## config.mk

```make
export PLATFORM = sky130hd
export DESIGN_NAME = spn_block_cipher_16bit
export DESIGN_NICKNAME = d
export VERILOG_FILES = /design/src/rtl/spn_pkg.sv /design/src/rtl/spn_round_cell.sv /design/src/rtl/spn_block_cipher_16bit.sv
export SDC_FILE = /design/constraint.sdc
export NUM_CORES = 1
export LEC_CHECK = 0
export BUFFER_PORTS_ARGS = -buffer_cell sky130_fd_sc_hd__buf_2
export CAP_MARGIN = 5
export CORE_UTILIZATION = 35
export DETAILED_ROUTE_END_ITERATION = 16
export GPL_TIMING_DRIVEN = 1
export SLEW_MARGIN = 10
export SYNTH_ARGS = -nofsm -noshare
export SYNTH_HDL_FRONTEND = slang
export SYNTH_SLANG_ARGS = --single-unit
```

## constraint.sdc

```tcl
create_clock -name clk -period 3.4 [get_ports clk]
set_input_delay 1.02 -clock clk [delete_from_list [all_inputs] [get_ports clk]]
set_output_delay 1.02 -clock clk [all_outputs]
set_load 0.01 [all_outputs]
```

## src/rtl/spn_pkg.sv

```systemverilog
`timescale 1ns / 1ps
// Shared types, S-box tables and bit functions for the 16-bit SPN cipher.
// No dependencies; used by spn_round_cell and spn_block_cipher_16bit.
package spn_pkg;

    localparam int NUM_ROUNDS = 4;

    // Operation codes
    localparam logic OP_ENCRYPT = 1'b0;
    localparam logic OP_DECRYPT = 1'b1;

    // One item as it moves down the cell chain
    typedef struct packed {
        logic        op;
        logic [15:0] data;
    } item_t;

    localparam logic [3:0] SBOX_FWD [16] = '{
        4'd14, 4'd4, 4'd13, 4'd1, 4'd2, 4'd15, 4'd11, 4'd8,
        4'd3, 4'd10, 4'd6, 4'd12, 4'd5, 4'd9, 4'd0, 4'd7
    };

    localparam logic [3:0] SBOX_INV [16] = '{
        4'd14, 4'd3, 4'd4, 4'd8, 4'd1, 4'd12, 4'd10, 4'd15,
        4'd7, 4'd13, 4'd9, 4'd6, 4'd11, 4'd2, 4'd0, 4'd5
    };

    // Round key r (1..5) is key bits [35-4r : 20-4r]
    function automatic logic [15:0] round_key(input logic [31:0] key, input int unsigned r);
        logic [31:0] shifted;
        shifted = key >> (20 - 4 * r);
        return shifted[15:0];
    endfunction

    function automatic logic [15:0] sub_fwd(input logic [15:0] x);
        logic [15:0] y;
        for (int n = 0; n < 4; n++)
        begin
            y[4*n +: 4] = SBOX_FWD[x[4*n +: 4]];
        end
        return y;
    endfunction

    function automatic logic [15:0] sub_inv(input logic [15:0] x);
        logic [15:0] y;
        for (int n = 0; n < 4; n++)
        begin
            y[4*n +: 4] = SBOX_INV[x[4*n +: 4]];
        end
        return y;
    endfunction

    // Bit b of nibble n goes to bit n of nibble b (its own inverse)
    function automatic logic [15:0] transpose(input logic [15:0] x);
        logic [15:0] y;
        for (int i = 0; i < 4; i++)
        begin
            for (int j = 0; j < 4; j++)
            begin
                y[15 - (4*i + j)] = x[15 - (4*j + i)];
            end
        end
        return y;
    endfunction

endpackage

```

## src/rtl/spn_round_cell.sv

```systemverilog
`timescale 1ns / 1ps
// One round cell of the SPN pipeline: key xor, S-box layer, transpose.
// Depends on spn_pkg.
module spn_round_cell
    import spn_pkg::*;
#(
    parameter int STAGE = 0
)
(
    input  logic        clk,
    input  logic        rst_n,
    input  logic [31:0] cipher_key,
    input  logic        up_valid,
    input  item_t       up_item,
    output logic        up_stall,
    output logic        dn_valid,
    output item_t       dn_item,
    input  logic        dn_stall
);

    logic  valid_reg;
    item_t item_reg;
    item_t item_next;
    logic  load;

    // Cell holds while its item waits on the next cell
    assign up_stall = valid_reg && dn_stall;
    assign load     = !up_stall;

    // Round function; decrypt mirrors the encrypt order
    always_comb
    begin
        logic [15:0] key_sel;
        logic [15:0] x;
        if (up_item.op == OP_DECRYPT)
            key_sel = round_key(cipher_key, 5 - STAGE);
        else
            key_sel = round_key(cipher_key, STAGE + 1);
        x = up_item.data ^ key_sel;
        if (up_item.op == OP_DECRYPT && STAGE > 0)
            x = transpose(x);
        if (up_item.op == OP_DECRYPT)
            x = sub_inv(x);
        else
            x = sub_fwd(x);
        if (up_item.op == OP_ENCRYPT && STAGE < NUM_ROUNDS - 1)
            x = transpose(x);
        item_next.op   = up_item.op;
        item_next.data = x;
    end

    // Valid flag
    always_ff @(posedge clk or negedge rst_n)
    begin
        if (!rst_n)
            valid_reg <= 1'b0;
        else if (load)
            valid_reg <= up_valid;
    end

    // Payload
    always_ff @(posedge clk)
    begin
        if (load && up_valid)
            item_reg <= item_next;
    end

    assign dn_valid = valid_reg;
    assign dn_item  = item_reg;

`ifndef SYNTHESIS
    a_hold_when_stalled: assert property (@(posedge clk) disable iff (!rst_n)
        valid_reg && dn_stall |=> valid_reg && $stable(item_reg))
        else $error("cell item changed while stalled");

    a_stall_needs_item: assert property (@(posedge clk) disable iff (!rst_n)
        up_stall |-> valid_reg)
        else $error("cell stalls upstream while empty");

    a_take_fills: assert property (@(posedge clk) disable iff (!rst_n)
        up_valid && !up_stall |=> valid_reg)
        else $error("accepted item lost in cell");
`endif

endmodule

```

## src/rtl/spn_block_cipher_16bit.sv

```systemverilog
`timescale 1ns / 1ps
// Top level of the 16-bit four-round SPN cipher: key register, chain of
// four spn_round_cell stages and a registered whitening output. Uses spn_pkg.
//
//  channel   signals                             direction
//  --------  ----------------------------------  ---------
//  req       req_valid, req_stall, operation,    in
//            block_in
//  rsp       rsp_valid, rsp_stall, block_out     out
//  key cfg   cipher_key_we, cipher_key_wdata     in
//
// One item per cycle sustained while rsp is not stalled; the path is four round
// cells plus the output register with the final key xor.
// Reset clears the key to zero and empties every cell; no clearing pass.
// A stall on rsp holds the output register and backs up cell by cell; empty
// cells keep taking items, so req_stall only rises once the chain is full.
module spn_block_cipher_16bit
    import spn_pkg::*;
(
    input  logic        clk,
    input  logic        rst_n,
    input  logic        cipher_key_we,
    input  logic [31:0] cipher_key_wdata,
    input  logic        req_valid,
    output logic        req_stall,
    input  logic        operation,
    input  logic [15:0] block_in,
    output logic        rsp_valid,
    input  logic        rsp_stall,
    output logic [15:0] block_out
);

    logic [31:0] cipher_key_reg;
    logic        cell_valid [NUM_ROUNDS+1];
    item_t       cell_item  [NUM_ROUNDS+1];
    logic        cell_stall [NUM_ROUNDS+1];
    logic        out_valid_reg;
    logic [15:0] block_out_reg;
    logic [15:0] block_out_next;
    logic        out_load;

    // Key register
    always_ff @(posedge clk or negedge rst_n)
    begin
        if (!rst_n)
            cipher_key_reg <= 32'd0;
        else if (cipher_key_we)
            cipher_key_reg <= cipher_key_wdata;
    end

    // Head of the chain
    assign cell_valid[0]   = req_valid;
    assign cell_item[0].op   = operation;
    assign cell_item[0].data = block_in;
    assign req_stall       = cell_stall[0];

    // Round cells
    for (genvar s = 0; s < NUM_ROUNDS; s++)
    begin : g_cell
        spn_round_cell #(
            .STAGE (s)
        ) u_cell (
            .clk        (clk),
            .rst_n      (rst_n),
            .cipher_key (cipher_key_reg),
            .up_valid   (cell_valid[s]),
            .up_item    (cell_item[s]),
            .up_stall   (cell_stall[s]),
            .dn_valid   (cell_valid[s+1]),
            .dn_item    (cell_item[s+1]),
            .dn_stall   (cell_stall[s+1])
        );
    end

    // Output stage: whitening xor, K5 for encrypt and K1 for decrypt
    assign cell_stall[NUM_ROUNDS] = out_valid_reg && rsp_stall;
    assign out_load               = !cell_stall[NUM_ROUNDS];

    always_comb
    begin
        if (cell_item[NUM_ROUNDS].op == OP_DECRYPT)
            block_out_next = cell_item[NUM_ROUNDS].data ^ round_key(cipher_key_reg, 1);
        else
            block_out_next = cell_item[NUM_ROUNDS].data ^ round_key(cipher_key_reg, 5);
    end

    always_ff @(posedge clk or negedge rst_n)
    begin
        if (!rst_n)
            out_valid_reg <= 1'b0;
        else if (out_load)
            out_valid_reg <= cell_valid[NUM_ROUNDS];
    end

    always_ff @(posedge clk)
    begin
        if (out_load && cell_valid[NUM_ROUNDS])
            block_out_reg <= block_out_next;
    end

    assign rsp_valid = out_valid_reg;
    assign block_out = block_out_reg;

`ifndef SYNTHESIS
    a_no_stall_when_out_free: assert property (@(posedge clk) disable iff (!rst_n)
        !out_valid_reg |-> !req_stall)
        else $error("input stalled while output register is free");

    a_out_from_chain: assert property (@(posedge clk) disable iff (!rst_n)
        $rose(out_valid_reg) |-> $past(cell_valid[NUM_ROUNDS]))
        else $error("result appeared with no item in last cell");

    a_accept_enters_chain: assert property (@(posedge clk) disable iff (!rst_n)
        req_valid && !req_stall |=> cell_valid[1])
        else $error("accepted item did not enter first cell");
`endif

endmodule

```

==> key figures, run 1 <==
Outcome
  – Outcome: completed

Synth
  – Synth Instances: 1135
  – Avg Cell Area, Syn: 9.60 sq um
  – Asr flop ratio synth: 30.6%
  – Top FF cell, synth: edfxtp_1
  – Synth top area share: 23.2%
  – Synth Warn #: 0
  – EDFF count, synth: 84
  – Netlist cell types: 71
  – Leading area contributor after synthesis: edfxtp_1
  – Syn nets: 1257
  – Top cells by area, synth: edfxtp_1 23%, dfrtp_1 8.5%, ha_1 7.8%
  – Seq/Total Area, Yosys: 31.7%
  – Syn Std Cell Area: 10900 sq um
  – FF+latch count, synth: 121

Floorplan
  – Area of the die: 31800 sq um
  – Num ports: 72
  – Chip Height: 178 microns
  – Die span in x: 178 microns
  – Core area: 30600 sq um
  – Initial Utilization: 35.6%
  – Row cnt: 64

Global route
  – Initial antenna violation count: 0
  – Largest net degree at the start of global routing: 38
  – First-pass GRT wire length: 43400 microns
  – Vias in the first global route: 7792
  – GR Util met2: 29.3%
  – Met3 Resource Use GR: 2.71%
  – M1 GR Usage: 24.1%
  – GRT overflow: 0
  – Most utilized layer in the global route result: met2
  – Gr usage total: 18.0%

Route
  – DR vias: 8568
  – DRC violation count after routing: 0
  – Final WL: 27900 microns
  – DR pass1 iterations: 5
  – Avg WL per Cell: 17.3 microns
  – Drt via density: 5.30
  – Antenna-violating nets left: 0
  – Starting DRT DRC Count: 715

Power and ir drop
  – Leak pwr: 5.05 nW
  – Net Switching: 4.10 mW
  – Clock power share: 18.6%
  – Pwr dens: 781 nW/um^2
  – Power Internal: 5.56 mW
  – Power share of the combinational group: 54.6%
  – Peak VDD IR: 0.333 mV
  – Switching share of total power: 42.4%
  – Sequential share of power: 26.8%

Cells and area
  – Storage element area: 3450 sq um
  – Fraction of final layout cells with drive strength greater than 1: 20.3%
  – FILL cells: 3000
  – Most common cell after layout, fill and taps aside: nand2_1
  – Non-Filler Instances: 1616
  – Antenna cells: 0
  – Multi-input logic area: 6950 sq um
  – Most frequent cells in the layout: 102 x nand2_1, 89 x xnor2_1, 85 x nor2_1
  – Max reg flops: 68
  – Area grow syn2layout: 13.6%
  – NumNets Final: 1329

Setup path
  – Worst Path Buf+Inv: 2
  – Critical Path End Type: flip-flop
  – Crit path launch: g_cell[0].u_cell.dn_item[16]
  – Number of cells on the critical path: 7
  – R2R setup slack: 0.18 ns
  – CP Launch Type: flip-flop
  – Top cell family by delay on the critical path: compound AO/OA/AOI/OAI gates
  – R2R depth: 7
  – Setup Crit Path Kind: flip-flop to flip-flop
  – CP peak stage delay: 0.77 ns
  – Crit path top cell by count: buf_4
  – FF-to-FF End: g_cell[1].u_cell.dn_item[7]
  – Reg2reg start: g_cell[0].u_cell.dn_item[16]
  – Critical path's slowest cell: edfxtp_1
  – CP required: 3.55 ns
  – Critical path peak fanout: 15
  – Crit-path cells: buf_4 -> mux2i_1 -> xnor2_1 -> nor2_1 -> a2111oi_0 -> buf_4 -> a31oi_1
  – Critical Path Sink: g_cell[1].u_cell.dn_item[7]
  – Arr. time, crit path: 3.37 ns

Clocking
  – Worst-Skew Late Latency: 0.42 ns
  – Clk slew on worst S/H paths: 0.06 ns
  – Clock Sinks: 121
  – Bufs on Longest Clock Path: 2
  – Setup Fix Bufs, Post-CTS: 0
  – Hold_buf cts: 0
  – H-tree depth: 4
  – CTS tree: yes
  – CTS Root Cell: clkbuf_16
  – Total CTS buffers: 17
  – Post-cts sizing count: 0

STA
  – Post-route minimum period: 3.22 ns
  – Endpoints failing setup: 0
  – FMAX: 0.310 GHz
  – Worst slew margin: 24.1%
  – Final Hold Vio Count: 0
  – Final Skew: 0.00955 ns
  – Fin Setup TNS: 0 ns
  – Worst-margin pin slew: 1.13 ns
  – Final period utilization: 94.8%
  – Max-slew violations: 0
  – RSZ-0062 raised after global routing: no

Placement
  – Dpl hpwl: 20800 microns
  – Final GP Congestion: 0.901
  – Inst Count DP: 1584
  – Buffers on Ports: 71

Run
  – Max Cap Viol: 0

Hold path
  – HP Class: flip-flop to flip-flop
  – Worst hold path depth: 1
[cells by family (layout without fill, tap and decap cells)]
kind of cell    Yosys count  after routing  synth area share, %
simple gates            274            274                 11.2
compound gates          270            270                 16.1
xor+xnor                148            148                 13.2
mux                     146            146                 15.3
flops                   121            121                 31.7
buf+inv                 107            192                 4.62
fa+ha+maj                69             69                 7.90
[through the flow]
| stage | hold WS (ns) | total power [mW] | area [sq um] | util [%] | setup slack [ns] |
|---|---|---|---|---|---|
| 2_1_floorplan | 0.421 | 6.58 | 10900 | - | 0.286 |
| 3_3_place_gp | 0.443 | 7.77 | 11800 | 38.5 | 0.122 |
| 3_5_place_dp | 0.454 | 7.86 | 11800 | 38.5 | 0.0752 |
| 4_1_cts | 0.460 | 9.67 | 12400 | 40.4 | 0.154 |
| 5_1_grt | 0.496 | 10.4 | 12400 | 40.5 | 0.00774 |
| 6_report | 0.459 | 9.66 | 12400 | 40.5 | 0.176 |
[power groups by stage]
stage / logic (mW) / clock network [mW] / registers (mW)
floorplan: 4.10 / 0 / 2.48
global placement: 5.16 / 0 / 2.61
detailed placement: 5.24 / 0 / 2.62
CTS: 5.27 / 1.81 / 2.59
global route: 5.91 / 1.88 / 2.64
finish: 5.28 / 1.79 / 2.59
[Yosys cell counts (35+ instances only)]
| library cell | n |
|---|---|
| nand2_1 | 102 |
| xnor2_1 | 90 |
| nor2_1 | 85 |
| edfxtp_1 | 84 |
| mux2i_1 | 81 |
| a21oi_1 | 73 |
| ha_1 | 68 |
| o21ai_0 | 61 |
| mux2_2 | 48 |
| xor2_1 | 43 |
| buf_2 | 38 |
| dfrtp_1 | 37 |
| inv_1 | 35 |
[worst min-delay path by stage]
stage,from,endpoint
floorplan,g_cell[2].u_cell.dn_item[16],g_cell[3].u_cell.dn_item[16]
global placement,g_cell[3].u_cell.dn_valid,rsp_valid
detailed placement,g_cell[3].u_cell.dn_valid,rsp_valid
CTS,g_cell[3].u_cell.dn_valid,rsp_valid
global route,g_cell[3].u_cell.dn_valid,rsp_valid
finish,g_cell[3].u_cell.dn_valid,rsp_valid
[area by class of cell]
cell class | count | share of cell area (%)
multi-input cells | 907 | 56.1
flip-flops and latches | 121 | 27.9
repair buffers | 121 | 6.01
clock buffers | 21 | 4.16
well taps | 396 | 4.00
inverters | 39 | 1.18
clock inverters | 11 | 0.657
[per-layer routing]
metal	vias up	wire, microns
met5	-	0
met4	0	743
met3	37	1220
met2	205	13200
met1	4076	12800
li1	4250	-
[worst register-to-register path: cells and delay by family, from the launching register on]
family          cells  cell delay (ns)
mux                 1             0.59
compound gates      2             0.79
simple gates        1             0.06
flops               1             0.77
buf+inv             2             0.56
xor+xnor            1             0.18
(Power assumes the default switching activity.)
==> run 2, diff against run 1 <==
--- a/config.mk
+++ b/config.mk
@@ -9,7 +9,8 @@
 export CAP_MARGIN = 5
 export CORE_UTILIZATION = 35
 export DETAILED_ROUTE_END_ITERATION = 16
-export GPL_TIMING_DRIVEN = 1
+export GPL_ROUTABILITY_DRIVEN = 0
+export GPL_TIMING_DRIVEN = 0
 export SLEW_MARGIN = 10
 export SYNTH_ARGS = -nofsm -noshare
 export SYNTH_HDL_FRONTEND = slang
==> run 2 against run 1 <==
Sequential cell count stayed put. Hold slack worse by 0.014 ns. Via count is 2.7% higher. Non-clock buffer count is 19 higher. Utilization is 0.082 points lower. Critical endpoint is now g_cell[0].u_cell.dn_item[9]. Largest power group unchanged.
==> key figures, run 2 (synthesis gave the netlist of run 1 again) <==
Outcome
  – Outcome: completed

Power and ir drop
  – Pwr Total: 9.66 mW (about the same)
  – Peak VDD IR: 0.431 mV (+29%)
  – Net Switching: 4.23 mW (+3.1%)
  – Switching share of total power: 43.8% (+1.3 points)
  – Leak pwr: 5.02 nW (-0.55%)
  – Sequential share of power: 25.6% (-1.2 points)
  – Pwr dens: 782 nW/um^2 (+0.21%)
  – Power share of the combinational group: 56.1% (+1.5 points)
  – Power Internal: 5.43 mW (-2.3%)
  – Clock power share: 18.3% (-0.3 points)

Cells and area
  – Fraction of final layout cells with drive strength greater than 1: 19.9% (-0.39 points)
  – Post-route cell area: 12400 sq um (-0.20%)
  – Area grow syn2layout: 13.4%
  – FILL cells: 3011 (+0.37%)
  – Most frequent cells in the layout: 108 x buf_2, 102 x nand2_1, 90 x xnor2_1
  – Antenna cells: 0 (unchanged)
  – NumNets Final: 1348 (+1.4%)
  – Max reg flops: 68 (unchanged)
  – Most common cell after layout, fill and taps aside: buf_2
  – Final Core Density: 40.4% (-0.082 points)

Clocking
  – Clk slew on worst S/H paths: 0.06 ns (about the same)
  – CTS Root Cell: clkbuf_16
  – Total CTS buffers: 17 (unchanged)
  – CTS tree: yes
  – Bufs on Longest Clock Path: 2 (unchanged)
  – Clock Sinks: 121 (unchanged)
  – H-tree depth: 4 (unchanged)
  – Worst-Skew Late Latency: 0.43 ns (about the same)
  – Setup Fix Bufs, Post-CTS: 0 (unchanged)

STA
  – FMAX: 0.322 GHz (+3.8%)
  – Worst slew margin: 40.7% (+17 points)
  – Final Skew: 0.0151 ns (+0.00552 ns)
  – Final period utilization: 91.4% (-3.5 points)
  – Endpoints failing setup: 0 (unchanged)
  – Max-slew violations: 0 (unchanged)
  – RSZ-0062 raised after global routing: no
  – Post-route minimum period: 3.11 ns (-0.117 ns)
  – Final Hold Vio Count: 0 (unchanged)
  – Worst-margin pin slew: 0.865 ns (-0.265 ns)

Route
  – Antenna-violating nets left: 0 (unchanged)
  – DR vias: 8800 (+2.7%)
  – Starting DRT DRC Count: 838 (+17%)
  – Drt via density: 5.38 (+1.5%)
  – Avg WL per Cell: 18.0 microns (+4.3%)
  – DR pass1 iterations: 7 (+2)
  – DRC violation count after routing: 0 (unchanged)
  – Final WL: 29500 microns (+5.5%)

Floorplan
  – Num ports: 72 (unchanged)
  – Area of the die: 31800 sq um (unchanged)
  – Core area: 30600 sq um (unchanged)
  – Die span in x: 178 microns (unchanged)
  – Row cnt: 64 (unchanged)
  – Chip Height: 178 microns (unchanged)
  – Initial Utilization: 35.6% (unchanged)

Placement
  – Buffers on Ports: 70 (-1.4%)
  – Dpl hpwl: 22100 microns (+6.2%)
  – Area after DPL: 11800 sq um (about the same)

Run
  – Max Cap Viol: 0 (unchanged)

Global route
  – GRT overflow: 0 (unchanged)
  – Largest net degree at the start of global routing: 38 (unchanged)
  – Vias in the first global route: 8232 (+5.6%)
  – Gr usage total: 19.1% (+1.1 points)
  – First-pass GRT wire length: 46000 microns (+6.0%)
  – Initial antenna violation count: 0 (unchanged)

Setup path
  – Critical path peak fanout: 10 (-5)
  – Setup Crit Path Kind: input port to flip-flop
  – R2R setup slack: 0.40 ns (+0.22 ns)
  – CP Launch Type: input port
  – Critical Path End Type: flip-flop
  – Arr. time, crit path: 3.27 ns (-0.10 ns)
  – CP required: 3.56 ns (about the same)

Hold path
  – HP Class: flip-flop to flip-flop
[run 2: changes by cell type in the layout (fill, tap and decap cells not counted), sizes merged]
cell,delta
inv,+6
clkbuf,+17
clkinv,-5
buf,+1
[run 2: worst max-delay path: stages]
cell and delay, ns:
buf_2 0.12, buf_6 0.16, buf_12 0.18, mux2i_1 0.35, xnor2_2 0.23, inv_1 0.21
ha_1 0.43, nor3_1 0.09, a2111oi_0 0.40, a21oi_1 0.08
[run 2: path summary, 6_finish.rpt]
kind / from / endpoint / cells past startpoint
max in group asynchronous: rst_n / cipher_key_reg[21] / 1
min in group asynchronous: rst_n / cipher_key_reg[3] / 1
hold / removal: g_cell[2].u_cell.dn_item[16] / g_cell[3].u_cell.dn_item[16] / 0
setup / recovery: operation / g_cell[0].u_cell.dn_item[9] / 10
setup reg to reg: cipher_key_reg[8] / g_cell[1].u_cell.dn_item[8] / 8
hold reg to reg: g_cell[2].u_cell.dn_item[16] / g_cell[3].u_cell.dn_item[16] / 0
[run 2: routing by layer]
layer / vias to the layer above / share of wire, % / global-route usage, %
met5: - / 0 / 0
met4: 0 / 2.3 / 6.67
li1: 4285 / - / -
met3: 43 / 5.2 / 3.64
met1: 4188 / 45 / 24.9
met2: 284 / 48 / 31.3
[run 2: power groups by stage]
stage	clock (mW)	sequential [mW]	combinational, mW
after floorplan	0	2.48	4.10
after global placement	0	2.50	5.23
after detailed placement	0	2.51	5.32
after CTS	1.79	2.48	5.36
after global routing	1.86	2.53	6.00
final	1.77	2.48	5.42
[run 2: area by class of cell]
class                   count  area (sq um)  share of cell area [%]
clock inverters            12          98.8                   0.800
well taps                 396           495                    4.01
clock buffers              20           479                    3.88
flip-flops and latches    121          3450                    27.9
multi-input cells         907          6950                    56.3
plain buffers              68           357                    2.89
inverters                  39           146                    1.19
repair buffers             72           377                    3.05
[run 2: per-stage QoR]
stage / cells / setup TNS, ns / setup WS [ns] / hold WS (ns)
after CTS: 1635 / 0 / 0.228 / 0.445
after floorplan: 1135 / 0 / 0.286 / 0.421
after global routing: 1635 / 0 / 0.154 / 0.459
final: 1635 / 0 / 0.294 / 0.444
after detailed placement: 1603 / -0.510 / -0.141 / 0.432
after global placement: 1601 / -0.621 / -0.156 / 0.430
[run 2: timing repair]
| item | in CTS | in global routing |
|---|---|---|
| gates resized for setup | 0 | 1 |
| endpoints found under the setup margin | 0 | 1 |
| hold buffers | 0 | 0 |
